File: config.mk
export PLATFORM = sky130hd
export DESIGN_NAME = two_button_led_mode_controller_flat
export DESIGN_NICKNAME = d
export VERILOG_FILES = /design/src/rtl/tblmc_pkg.sv /design/src/rtl/tblmc_if.sv /design/src/rtl/tblmc_button.sv /design/src/rtl/tblmc_mode_ctl.sv /design/src/rtl/two_button_led_mode_controller.sv /design/src/flat_wrapper.sv
export SDC_FILE = /design/constraint.sdc
export NUM_CORES = 1
export LEC_CHECK = 0
export BUFFER_PORTS_ARGS = -buffer_cell sky130_fd_sc_hd__buf_2
export CELL_PAD_IN_SITES_DETAIL_PLACEMENT = 0
export CELL_PAD_IN_SITES_GLOBAL_PLACEMENT = 2
export CORE_MARGIN = 2
export CORE_UTILIZATION = 37
export DETAILED_ROUTE_END_ITERATION = 16
export GPL_ROUTABILITY_DRIVEN = 1
export MAX_ROUTING_LAYER = met4
export PLACE_DENSITY_LB_ADDON = 0.1
export SYNTH_ARGS = -nofsm -noshare
export SYNTH_HDL_FRONTEND = slang
export SYNTH_HIERARCHICAL = 1
export SYNTH_SLANG_ARGS = --single-unit
File: constraint.sdc
create_clock -name clk -period 10.44 [get_ports clk]
set_clock_uncertainty 0.2 [all_clocks]
set_input_delay 1.566 -clock clk [delete_from_list [all_inputs] [get_ports clk]]
set_output_delay 1.566 -clock clk [all_outputs]
set_load 0.005 [all_outputs]
File: src/rtl/tblmc_pkg.sv
// Shared types, constants and the blink period table for the LED mode controller.
package tblmc_pkg;

    localparam int unsigned TimeW     = 32;
    localparam int unsigned DebounceW = 8;
    localparam int unsigned StableW   = 10;
    localparam int unsigned SpeedW    = 4;
    localparam int unsigned PeriodW   = 10;
    localparam int unsigned CfgIdxW   = 1;
    localparam int unsigned CfgDataW  = 10;

    localparam logic [DebounceW-1:0] DebounceReset = 8'd10;
    localparam logic [StableW-1:0]   StableReset   = 10'd50;
    localparam logic [SpeedW-1:0]    SpeedMax      = 4'd10;
    localparam logic [SpeedW-1:0]    SpeedReset    = 4'd1;

    // configuration register indexes
    localparam logic [CfgIdxW-1:0] CFG_DEBOUNCE = 1'b0;
    localparam logic [CfgIdxW-1:0] CFG_STABLE   = 1'b1;

    typedef enum logic [2:0] {
        MODE_OFF      = 3'd0,
        MODE_BOTH     = 3'd1,
        MODE_LED1     = 3'd2,
        MODE_LED2     = 3'd3,
        MODE_ALT      = 3'd4,
        MODE_TOGETHER = 3'd5
    } led_mode_t;

    typedef enum logic [1:0] {
        LEAD_NONE = 2'd0,
        LEAD_BTN1 = 2'd1,
        LEAD_BTN2 = 2'd2
    } lead_t;

    // per-button status after edge filtering and stability tracking
    typedef struct packed {
        logic handled;
        logic stable;
        logic held;
    } btn_status_t;

    // blink half-period: 2000/(2*s) for alternate, 2000/(5*s) for blink together
    function automatic logic [PeriodW-1:0] blink_period(input logic alt,
                                                        input logic [SpeedW-1:0] speed);
        logic [PeriodW-1:0] p_alt;
        logic [PeriodW-1:0] p_tog;
        case (speed)
            4'd0, 4'd1: begin p_alt = 10'd1000; p_tog = 10'd400; end
            4'd2:       begin p_alt = 10'd500;  p_tog = 10'd200; end
            4'd3:       begin p_alt = 10'd333;  p_tog = 10'd133; end
            4'd4:       begin p_alt = 10'd250;  p_tog = 10'd100; end
            4'd5:       begin p_alt = 10'd200;  p_tog = 10'd80;  end
            4'd6:       begin p_alt = 10'd166;  p_tog = 10'd66;  end
            4'd7:       begin p_alt = 10'd142;  p_tog = 10'd57;  end
            4'd8:       begin p_alt = 10'd125;  p_tog = 10'd50;  end
            4'd9:       begin p_alt = 10'd111;  p_tog = 10'd44;  end
            default:    begin p_alt = 10'd100;  p_tog = 10'd40;  end
        endcase
        return alt ? p_alt : p_tog;
    endfunction

endpackage

File: src/rtl/tblmc_if.sv
// Valid/ready channel interfaces for poll ticks and LED results.
interface tblmc_tick_if;
    logic        valid;
    logic        ready;
    logic [31:0] now_ms;
    logic        btn1_pressed;
    logic        btn2_pressed;

    modport source (output valid, output now_ms, output btn1_pressed, output btn2_pressed,
                    input ready);
    modport sink (input valid, input now_ms, input btn1_pressed, input btn2_pressed,
                  output ready);
endinterface

interface tblmc_led_if;
    logic       valid;
    logic       ready;
    logic       led1_on;
    logic       led2_on;
    logic [2:0] led_mode;
    logic [3:0] blink_speed;

    modport source (output valid, output led1_on, output led2_on, output led_mode,
                    output blink_speed, input ready);
    modport sink (input valid, input led1_on, input led2_on, input led_mode,
                  input blink_speed, output ready);
endinterface

File: src/rtl/tblmc_button.sv
// Per-button edge filter and stability tracker.
module tblmc_button (
    input  logic                       clk,
    input  logic                       rst_n,
    input  logic                       advance,
    input  logic [31:0]                now_ms,
    input  logic                       level,
    input  logic [7:0]                 debounce_ms,
    input  logic [9:0]                 stable_ms,
    input  logic                       set_handled,
    output tblmc_pkg::btn_status_t     status
);
    import tblmc_pkg::*;

    logic               prev_reg,    prev_next;
    logic [TimeW-1:0]   edge_ms_reg, edge_ms_next;
    logic [TimeW-1:0]   start_reg,   start_next;
    logic               started_reg, started_next;
    logic               held_reg,    held_next;
    logic               stable_reg,  stable_next;
    logic               handled_reg, handled_next;

    logic               accept;
    logic [TimeW-1:0]   since_edge;
    logic [TimeW-1:0]   since_start;
    logic               handled_a;
    logic               stable_a;
    logic               started_a;

    assign since_edge  = now_ms - edge_ms_reg;
    assign since_start = now_ms - start_reg;

    // filter level changes, then track how long the level holds
    always_comb
    begin
        accept       = (level != prev_reg) &&
                       (since_edge > {{(TimeW-DebounceW){1'b0}}, debounce_ms});
        prev_next    = level;
        edge_ms_next = accept ? now_ms : edge_ms_reg;
        handled_a    = accept ? 1'b0 : handled_reg;
        stable_a     = accept ? 1'b0 : stable_reg;
        started_a    = accept ? 1'b0 : started_reg;

        start_next   = start_reg;
        held_next    = held_reg;
        stable_next  = stable_a;
        started_next = started_a;
        if (!stable_a)
        begin
            if (started_a && (held_reg == level) &&
                (since_start > {{(TimeW-StableW){1'b0}}, stable_ms}))
            begin
                stable_next = 1'b1;
            end
            else if (!started_a || (held_reg != level))
            begin
                start_next   = now_ms;
                held_next    = level;
                stable_next  = 1'b0;
                started_next = 1'b1;
            end
        end

        status.handled = handled_a;
        status.stable  = stable_next;
        status.held    = held_next;
        handled_next   = handled_a | set_handled;
    end

    // commit on each beat
    always_ff @(posedge clk or negedge rst_n)
    begin
        if (!rst_n)
        begin
            prev_reg    <= 1'b0;
            edge_ms_reg <= '0;
            start_reg   <= '0;
            started_reg <= 1'b0;
            held_reg    <= 1'b0;
            stable_reg  <= 1'b1;
            handled_reg <= 1'b1;
        end
        else if (advance)
        begin
            prev_reg    <= prev_next;
            edge_ms_reg <= edge_ms_next;
            start_reg   <= start_next;
            started_reg <= started_next;
            held_reg    <= held_next;
            stable_reg  <= stable_next;
            handled_reg <= handled_next;
        end
    end

endmodule

File: src/rtl/tblmc_mode_ctl.sv
// LED mode state machine: button events, speed, lead button and blink timer.
module tblmc_mode_ctl (
    input  logic                       clk,
    input  logic                       rst_n,
    input  logic                       advance,
    input  logic [31:0]                now_ms,
    input  tblmc_pkg::btn_status_t     status1,
    input  tblmc_pkg::btn_status_t     status2,
    output logic                       set_handled1,
    output logic                       set_handled2,
    output logic [1:0]                 leds,
    output tblmc_pkg::led_mode_t       mode,
    output logic [3:0]                 speed
);
    import tblmc_pkg::*;

    typedef struct packed {
        led_mode_t         mode;
        logic [SpeedW-1:0] speed;
        lead_t             lead;
    } ctl_t;

    ctl_t               ctl_reg, ctl_next;
    logic [TimeW-1:0]   toggle_ms_reg, toggle_ms_next;
    logic               phase_reg, phase_next;
    logic [1:0]         leds_reg, leds_next;

    ctl_t               c_both, c_one, c_two;
    logic               ev_both, ev_one, ev_two;
    logic [TimeW-1:0]   elapsed;
    logic [PeriodW-1:0] period;

    function automatic logic [SpeedW-1:0] speed_inc(input logic [SpeedW-1:0] s);
        return (s < SpeedMax) ? s + 1'b1 : s;
    endfunction

    // lead button event for button who
    function automatic ctl_t lead_event(input ctl_t c, input lead_t who);
        ctl_t      r;
        led_mode_t own;
        led_mode_t other;
        r     = c;
        own   = (who == LEAD_BTN1) ? MODE_LED1 : MODE_LED2;
        other = (who == LEAD_BTN1) ? MODE_LED2 : MODE_LED1;
        if (c.lead != who)
        begin
            r.lead = who;
            r.mode = MODE_OFF;
        end
        else if (c.mode == MODE_TOGETHER || c.mode == other || c.mode == MODE_OFF)
        begin
            r.mode = own;
        end
        else if (c.mode == own)
        begin
            r.mode = MODE_BOTH;
        end
        else if (c.mode == MODE_ALT)
        begin
            r.speed = speed_inc(c.speed);
        end
        else if (c.mode == MODE_BOTH)
        begin
            r.speed = '0;
            r.mode  = MODE_ALT;
        end
        return r;
    endfunction

    // events in order: both pressed, button 1 released, button 2 released
    always_comb
    begin
        ev_both = !status1.handled && status1.stable && status1.held &&
                  !status2.handled && status2.stable && status2.held;
        c_both = ctl_reg;
        if (ev_both)
        begin
            if (ctl_reg.mode == MODE_TOGETHER)
            begin
                c_both.speed = speed_inc(ctl_reg.speed);
            end
            else
            begin
                c_both.speed = '0;
                c_both.mode  = MODE_TOGETHER;
            end
        end

        ev_one = !ev_both && !status1.handled && status1.stable && !status1.held;
        c_one  = ev_one ? lead_event(c_both, LEAD_BTN1) : c_both;

        ev_two = !ev_both && !status2.handled && status2.stable && !status2.held;
        c_two  = ev_two ? lead_event(c_one, LEAD_BTN2) : c_one;

        ctl_next     = c_two;
        set_handled1 = ev_both | ev_one;
        set_handled2 = ev_both | ev_two;
    end

    assign elapsed = now_ms - toggle_ms_reg;
    assign period  = blink_period(ctl_next.mode == MODE_ALT, ctl_next.speed);

    // drive LED levels; pace the blinking modes
    always_comb
    begin
        leds_next      = leds_reg;
        phase_next     = phase_reg;
        toggle_ms_next = toggle_ms_reg;
        case (ctl_next.mode)
            MODE_OFF:  leds_next = 2'b00;
            MODE_BOTH: leds_next = 2'b11;
            MODE_LED1: leds_next = 2'b01;
            MODE_LED2: leds_next = 2'b10;
            MODE_ALT, MODE_TOGETHER:
            begin
                if (elapsed > {{(TimeW-PeriodW){1'b0}}, period})
                begin
                    if (ctl_next.mode == MODE_ALT)
                        leds_next = phase_reg ? 2'b10 : 2'b01;
                    else
                        leds_next = phase_reg ? 2'b00 : 2'b11;
                    phase_next     = ~phase_reg;
                    toggle_ms_next = now_ms;
                end
            end
            default: leds_next = leds_reg;
        endcase
    end

    assign leds  = leds_next;
    assign mode  = ctl_next.mode;
    assign speed = ctl_next.speed;

    always_ff @(posedge clk or negedge rst_n)
    begin
        if (!rst_n)
        begin
            ctl_reg.mode  <= MODE_OFF;
            ctl_reg.speed <= SpeedReset;
            ctl_reg.lead  <= LEAD_NONE;
            toggle_ms_reg <= '0;
            phase_reg     <= 1'b0;
            leds_reg      <= 2'b00;
        end
        else if (advance)
        begin
            ctl_reg       <= ctl_next;
            toggle_ms_reg <= toggle_ms_next;
            phase_reg     <= phase_next;
            leds_reg      <= leds_next;
        end
    end

endmodule

File: src/rtl/two_button_led_mode_controller.sv
// Two-button LED mode controller: top level with input stage, result register, config.
// Path: a tick held in the input stage moves to the result register once that is free.
// Throughput: one tick per cycle unless the result side stalls; the input stage and the
// result register each hold one beat, and the per-tick logic is one pass of compares and a period lookup.
// Reset: async active low; buttons read not pressed and stable, mode off, speed 1,
// debounce 10 ms, stable time 50 ms.
module two_button_led_mode_controller (
    input  logic                         clk,
    input  logic                         rst_n,
    input  logic                         cfg_wr_en,
    input  logic [tblmc_pkg::CfgIdxW-1:0]  cfg_index,
    input  logic [tblmc_pkg::CfgDataW-1:0] cfg_data,
    tblmc_tick_if.sink                   tick,
    tblmc_led_if.source                  led
);
    import tblmc_pkg::*;

    logic [DebounceW-1:0] debounce_reg;
    logic [StableW-1:0]   stable_reg;

    logic                 in_valid_reg;
    logic [TimeW-1:0]     now_reg;
    logic                 lvl1_reg;
    logic                 lvl2_reg;

    logic                 out_valid_reg, out_valid_next;
    logic [1:0]           out_leds_reg;
    led_mode_t            out_mode_reg;
    logic [SpeedW-1:0]    out_speed_reg;

    logic                 advance;
    btn_status_t          status1;
    btn_status_t          status2;
    logic                 set_handled1;
    logic                 set_handled2;
    logic [1:0]           leds;
    led_mode_t            mode;
    logic [SpeedW-1:0]    speed;

    // move a beat from the input stage when the result register is free
    assign advance        = in_valid_reg && (!out_valid_reg || led.ready);
    assign tick.ready     = !in_valid_reg || advance;
    assign out_valid_next = advance || (out_valid_reg && !led.ready);

    // configuration writes
    always_ff @(posedge clk or negedge rst_n)
    begin
        if (!rst_n)
        begin
            debounce_reg <= DebounceReset;
            stable_reg   <= StableReset;
        end
        else if (cfg_wr_en)
        begin
            case (cfg_index)
                CFG_DEBOUNCE: debounce_reg <= cfg_data[DebounceW-1:0];
                CFG_STABLE:   stable_reg   <= cfg_data[StableW-1:0];
                default:      stable_reg   <= stable_reg;
            endcase
        end
    end

    // input stage
    always_ff @(posedge clk or negedge rst_n)
    begin
        if (!rst_n)
            in_valid_reg <= 1'b0;
        else if (tick.ready)
            in_valid_reg <= tick.valid;
    end

    always_ff @(posedge clk)
    begin
        if (tick.valid && tick.ready)
        begin
            now_reg  <= tick.now_ms;
            lvl1_reg <= tick.btn1_pressed;
            lvl2_reg <= tick.btn2_pressed;
        end
    end

    tblmc_button u_btn1 (
        .clk         (clk),
        .rst_n       (rst_n),
        .advance     (advance),
        .now_ms      (now_reg),
        .level       (lvl1_reg),
        .debounce_ms (debounce_reg),
        .stable_ms   (stable_reg),
        .set_handled (set_handled1),
        .status      (status1)
    );

    tblmc_button u_btn2 (
        .clk         (clk),
        .rst_n       (rst_n),
        .advance     (advance),
        .now_ms      (now_reg),
        .level       (lvl2_reg),
        .debounce_ms (debounce_reg),
        .stable_ms   (stable_reg),
        .set_handled (set_handled2),
        .status      (status2)
    );

    tblmc_mode_ctl u_mode (
        .clk          (clk),
        .rst_n        (rst_n),
        .advance      (advance),
        .now_ms       (now_reg),
        .status1      (status1),
        .status2      (status2),
        .set_handled1 (set_handled1),
        .set_handled2 (set_handled2),
        .leds         (leds),
        .mode         (mode),
        .speed        (speed)
    );

    // result register
    always_ff @(posedge clk or negedge rst_n)
    begin
        if (!rst_n)
            out_valid_reg <= 1'b0;
        else
            out_valid_reg <= out_valid_next;
    end

    always_ff @(posedge clk)
    begin
        if (advance)
        begin
            out_leds_reg  <= leds;
            out_mode_reg  <= mode;
            out_speed_reg <= speed;
        end
    end

    assign led.valid       = out_valid_reg;
    assign led.led1_on     = out_leds_reg[0];
    assign led.led2_on     = out_leds_reg[1];
    assign led.led_mode    = out_mode_reg;
    assign led.blink_speed = out_speed_reg;

endmodule

File: src/flat_wrapper.sv
// flat-port wrapper written by rule: the top's interface ports become plain ports
module two_button_led_mode_controller_flat import tblmc_pkg::*;
  (clk, rst_n, cfg_wr_en, cfg_index, cfg_data, tick_valid, tick_now_ms, tick_btn1_pressed, tick_btn2_pressed, tick_ready, led_valid, led_led1_on, led_led2_on, led_led_mode, led_blink_speed, led_ready);
  tblmc_tick_if tick_i ();
  tblmc_led_if led_i ();
  input  logic clk;
  input  logic rst_n;
  input  logic cfg_wr_en;
  input  logic [tblmc_pkg::CfgIdxW-1:0] cfg_index;
  input  logic [tblmc_pkg::CfgDataW-1:0] cfg_data;
  input wire logic [$bits(tick_i.valid)-1:0] tick_valid;
  input wire logic [$bits(tick_i.now_ms)-1:0] tick_now_ms;
  input wire logic [$bits(tick_i.btn1_pressed)-1:0] tick_btn1_pressed;
  input wire logic [$bits(tick_i.btn2_pressed)-1:0] tick_btn2_pressed;
  output wire logic [$bits(tick_i.ready)-1:0] tick_ready;
  output wire logic [$bits(led_i.valid)-1:0] led_valid;
  output wire logic [$bits(led_i.led1_on)-1:0] led_led1_on;
  output wire logic [$bits(led_i.led2_on)-1:0] led_led2_on;
  output wire logic [$bits(led_i.led_mode)-1:0] led_led_mode;
  output wire logic [$bits(led_i.blink_speed)-1:0] led_blink_speed;
  input wire logic [$bits(led_i.ready)-1:0] led_ready;
  assign tick_i.valid = tick_valid;
  assign tick_i.now_ms = tick_now_ms;
  assign tick_i.btn1_pressed = tick_btn1_pressed;
  assign tick_i.btn2_pressed = tick_btn2_pressed;
  assign tick_ready = tick_i.ready;
  assign led_valid = led_i.valid;
  assign led_led1_on = led_i.led1_on;
  assign led_led2_on = led_i.led2_on;
  assign led_led_mode = led_i.led_mode;
  assign led_blink_speed = led_i.blink_speed;
  assign led_i.ready = led_ready;
  two_button_led_mode_controller u_core (.clk(clk), .rst_n(rst_n), .cfg_wr_en(cfg_wr_en), .cfg_index(cfg_index), .cfg_data(cfg_data), .tick(tick_i), .led(led_i));
endmodule
==> results of run 1 <==
timing repair:
| action | 4_1_cts | 5_1_grt |
|---|---|---|
| setup buffers | 0 | 15 |
| gates resized for setup | 4 | 68 |
| endpoints found under the setup margin | 37 | 37 |
| gates cloned | 0 | 4 |
| pin swaps | 1 | 39 |
synth_stat cells, types with 28 or more instances:
cell      instances
nor3_1           43
xor2_1           34
o211ai_1         35
clkbuf_1         86
edfxtp_1         43
nand4_1          52
o21a_1           32
mux2_2           59
nand3_1          89
ha_1            212
nor2_1          167
o21ai_0         127
mux2_4           64
nand2b_1         28
a21o_1           55
xnor2_1          58
o221ai_1         41
a221o_1          30
inv_1           256
o32ai_1          29
dfrtp_1         192
a211oi_1         36
nand2_1         216
a21oi_1         198
power breakdown:
part / internal [W] / total (W) / leakage, nW / switching [W]
combinational: 0.00248 / 0.00590 / 8.30 / 0.00343
clock: 0.000735 / 0.00121 / 0.559 / 0.000479
sequential: 0.00134 / 0.00161 / 2.77 / 0.000270
total: 0.00456 / 0.00873 / 11.6 / 0.00418
worst max-delay path, delay by kind of cell, from the launching register on:
kind            cells  cell delay, ns
compound gates     17            3.60
fa+ha+maj           4            1.18
buf+inv             8            1.09
flops               1            0.96
mux                 4            0.89
simple gates        9            1.93
cell usage in the layout (no fill, tap or decap), drive strengths merged, types with 51 or more instances in the layout:
cell type / count
nand3: 90
dfrtp: 192
xnor2: 58
nor2: 169
a21o: 55
buf: 206
inv: 258
clkbuf: 51
o21ai: 141
a21oi: 201
nand2: 218
mux2: 125
ha: 212
nand4: 52
path summary, 6_finish.rpt:
kind                                                                to  slack [ns]  cells after the start
min                              u_core/u_btn2/started_reg$_DFFE_PN0P_        0.27                      1
min reg2reg                      u_core/u_btn2/started_reg$_DFFE_PN0P_        0.27                      1
max in group asynchronous             u_core/stable_reg[7]$_DFFE_PN0P_        7.70                      2
max                        u_core/u_mode/toggle_ms_reg[30]$_DFFE_PN0P_        0.45                     42
min in group asynchronous    u_core/u_btn1/edge_ms_reg[19]$_DFFE_PN0P_        0.78                      1
max reg2reg                u_core/u_mode/toggle_ms_reg[30]$_DFFE_PN0P_        0.45                     42
cells by family after synthesis:
| logic type | count (synthesis) | share of synthesized area (%) |
|---|---|---|
| AOI/OAI and AO/OA | 810 | 25.0 |
| xor gates and xnor gates | 92 | 3.53 |
| adders and majority gates | 217 | 12.1 |
| buffers and inverters | 386 | 7.01 |
| DFF | 245 | 27.9 |
| muxes | 149 | 8.28 |
| and+or+nand+nor | 746 | 16.2 |
final cells by class:
class / count / area [µm²]
inverters: 257 / 965
flip-flops and latches: 245 / 6360
diodes: 3 / 7.51
well taps: 790 / 988
repair buffers: 209 / 1580
clock buffers: 48 / 987
clock inverters: 13 / 146
multi-input cells: 2014 / 15200
fillers: 6158 / 35200
per-stage QoR:
step	setup TNS (ns)	utilization (%)	instance area, µm²	setup WS, ns	instances
after detailed placement	-6.77	40.0	24500	-0.206	3496
final	0	42.7	26200	0.453	3579
after CTS	0	41.9	25700	0.0245	3557
after floorplan	0	-	22800	0.543	2645
after global placement	-1.26	40.0	24500	-0.0535	3496
after global routing	-0.948	42.7	26200	-0.0452	3577
metal layers:
metal,global-route usage (%),wire length [µm],vias up
met5,-,0,-
met4,4.43,1210,0
met3,3.48,4140,71
met2,40.4,37300,543
met1,38.9,42100,10500
li1,-,-,10000
==> impl_metrics.ini, run 1 <==
[worst_setup_path]
crit_path_max_incr_delay_ns = 0.96
crit_arrival_ns = 10.20
critPathRequiredTime_ns = 10.66
critPathKind = reg -> reg
cp_max_fo = 10
end_kind = register
cp_slowest_cell = edfxtp_1
crit-reg2reg-launch = u_core/now_reg[16]$_DFFE_PP_
crit_top_cell = buf_4
startpoint = u_core/now_reg[16]$_DFFE_PP_
start_kind = register

[route]
wl_per_cell_um = 23.7
drt_iter0_markers = 1467
wl_mm = 84.8
drt-pass1-iter-count = 5
vias = 21100
antenna_left = 0
via_per_inst = 5.90
drc_errors = 0

[synth]
ys_warn_count = 6
syn_nets = 2912
yosys.area.top_type = dfrtp_1
synth.avg_cell_area_um2 = 8.63
synth.ff_latch_count = 245
synthTopCellsByArea = dfrtp_1 21%, ha_1 12%, edfxtp_1 5.7%, a21oi_1 4.3%, inv_1 4.2%
synth_seq_area_share_pct = 27.9
async_reset_ff_share_pct = 82.4
synth_ff_type = dfrtp_1
synthCells = 2645
syn_area_um2 = 22800
netlist.area_leader.share_pct = 21.1
ys_types = 115
synth_edf_count = 43

[floorplan]
dieHeight_um = 252
io_pins = 61
row_count = 91
fp.dieW_um = 252
die_area_um2 = 63700
start_util_pct = 37.2
coreArea_um2 = 61400

[power]
power_density_nw_per_um2 = 333
cellLeakagePower_nw = 11.6
total_power_w = 0.00873
vdd_drop_max_mv = 0.134

[clocking]
root_buffer = clkbuf_16
cts_tree = done
cts_inserted_buffers = 34
numClockSinks = 245
clk-insertion-delay-late_ns = 0.56
hold_buffers = 0
clk_pin_slew_worst_paths_ns = 0.05
h-tree-depth = 2
cts.path.max_buffers = 3

[sta]
slew_headroom_pct = 22.3
tightest_slew_ns = 1.17
setup_violations = 0
finalCritPeriodShare_pct = 95.7
finalHoldViolations = 0
finalCriticalPeriod_ns = 9.99
fmax_mhz = 100
slew_violations = 0
timing.hold.ws_ns = 0.272

[grt]
grt_usage_pct = 26.9
grt_max_degree = 81
grt_pass1_wl_mm = 127
grt_pass1_vias = 20300
antenna_found_initial = 3
grt-ovfl-total = 0

[hold_path]
min_path_type = reg -> reg
hp-start = u_core/u_btn2/started_reg$_DFFE_PN0P_

[outcome]
outcome = completed

[job]
drv_cap = 0

[place]
gp_routability_congestion = 0.889
portBuffers = 60
place_hpwl_mm = 64.4

[final_layout]
area_delta_synth_final_pct = 14.9
fin_nets = 3028
drive_gt1_share_pct = 18.1
No activity file was read; power rests on OpenSTA's default activity.
==> run 2, diff against run 1 <==
CORE_MARGIN = 4   (was 2)
==> run 2 against run 1 <==
  * Setup slack lost 0.061 ns
  * Count of clock-buffer cells in the layout stayed put
  * Global-route usage fell by 2.1 points
  * Fmax decreased by 0.60%
  * Core utilization barely moved
  * Critical endpoint is now u_core/u_mode/toggle_ms_reg[2]$_DFFE_PN0P_
  * Largest power group unchanged
  * Highest routed layer unchanged
==> impl_metrics.ini, run 2 (same netlist as run 1, synthesis figures left out) <==
[outcome]
outcome = completed

[power]
vdd_drop_max_mv = 0.142
power_density_nw_per_um2 = 328
cellLeakagePower_nw = 11.5

[route]
wl_mm = 82.2
vias = 21100
drt-pass1-iter-count = 6
drc_errors = 0
drt_iter0_markers = 1844
antenna_left = 0
wl_per_cell_um = 23.2
via_per_inst = 5.94

[worst_setup_path]
path_depth = 43
crit_path_max_incr_delay_ns = 0.59
cp_slowest_cell = edfxtp_1
critPathKind = reg -> reg
path_buf_inv = 7
crit_top_cell = buf_4
r2r_slack_ns = 0.39
cp_max_fo = 7
critPathRequiredTime_ns = 10.67
reg2regPathDepth = 43
start_kind = register
critPathTopFamily = simple AND/OR/NAND/NOR gates
crit_arrival_ns = 10.28
end_kind = register

[floorplan]
coreArea_um2 = 60700
io_pins = 61
start_util_pct = 37.6
row_count = 90
die_area_um2 = 65700
dieHeight_um = 256
fp.dieW_um = 256

[place]
gp_routability_congestion = 0.923
place_area_um2 = 24200
dp_cells = 3449
place_hpwl_mm = 61.0
portBuffers = 60

[sta]
slew_violations = 0
setup_violations = 0
tightest_slew_ns = 1.11
fmax_mhz = 99.5
slew_headroom_pct = 26.2
finalCritPeriodShare_pct = 96.2
finalHoldViolations = 0
timing.hold.ws_ns = 0.276
finalCriticalPeriod_ns = 10.05

[clocking]
cts_tree = done
clk_pin_slew_worst_paths_ns = 0.06
numClockSinks = 245
clk-insertion-delay-late_ns = 0.55
cts_inserted_buffers = 34
root_buffer = clkbuf_16
h-tree-depth = 2
cts.path.max_buffers = 3

[grt]
grt_usage_pct = 24.7
grt_pass1_vias = 20300
antenna_found_initial = 6
grt-ovfl-total = 0
grt_pass1_wl_mm = 124
grt_max_degree = 84

[hold_path]
min_path_type = reg -> reg
hold_depth = 1

[job]
drv_cap = 0

[final_layout]
final_common_cell = inv_1
final_cell_count_no_fill = 3544
fin_nets = 3003
layout_common_cells = 254 x inv_1, 214 x nand2_1, 204 x ha_1
area_delta_synth_final_pct = 13.6
drive_gt1_share_pct = 17.3
nFillCells = 6059
design_area_um2 = 25900
[run 2: final cells by class]
class	instances	area (µm²)	area share [%]
well taps	782	978	3.77
flip-flops and latches	245	6360	24.5
repair buffers	182	1330	5.13
clock inverters	13	128	0.492
clock buffers	48	1010	3.88
multi-input cells	2016	15200	58.5
inverters	257	965	3.72
diodes	1	2.50	0.00965
[run 2: worst paths after layout]
kind	endpoint	from
max	u_core/u_mode/toggle_ms_reg[2]$_DFFE_PN0P_	u_core/now_reg[9]$_DFFE_PP_
min	u_core/u_btn2/started_reg$_DFFE_PN0P_	u_core/u_btn2/started_reg$_DFFE_PN0P_
max reg2reg	u_core/u_mode/toggle_ms_reg[2]$_DFFE_PN0P_	u_core/now_reg[9]$_DFFE_PP_
min reg2reg	u_core/u_btn2/started_reg$_DFFE_PN0P_	u_core/u_btn2/started_reg$_DFFE_PN0P_
max in group asynchronous	u_core/u_btn2/edge_ms_reg[16]$_DFFE_PN0P_	rst_n
min in group asynchronous	u_core/u_btn1/edge_ms_reg[28]$_DFFE_PN0P_	rst_n
[run 2: stage by stage]
step	power [W]	TNS, ns	utilization (%)	worst slack [ns]
CTS	0.00833	-0.00407	41.9	-0.00407
floorplan	0.00566	0	-	0.543
global route	0.00922	-1.09	42.7	-0.0697
detailed placement	0.00705	-16.18	39.9	-0.464
global placement	0.00703	-6.44	39.9	-0.196
finish	0.00850	0	42.7	0.393
[run 2: what timing repair did]
action,in CTS,in global routing
setup buffers,7,23
endpoints found under the setup margin,37,37
hold buffers,0,0
pin swaps,4,34
cloned,1,2
resized for setup,7,62
[run 2: per-layer routing]
metal	vias to the layer above	wire length, µm	global-route usage, %
met4	0	2470	7.51
met2	676	35500	36.7
met5	-	0	-
li1	10000	-	-
met3	115	5140	4.39
met1	10300	39000	34.5
[run 2: where the power goes]
| group | internal [W] | switching [W] | leakage (nW) |
|---|---|---|---|
| Clock | 0.000723 | 0.000468 | 0.552 |
| Combinational | 0.00237 | 0.00334 | 8.14 |
| Sequential | 0.00134 | 0.000255 | 2.77 |
| Total | 0.00444 | 0.00407 | 11.5 |
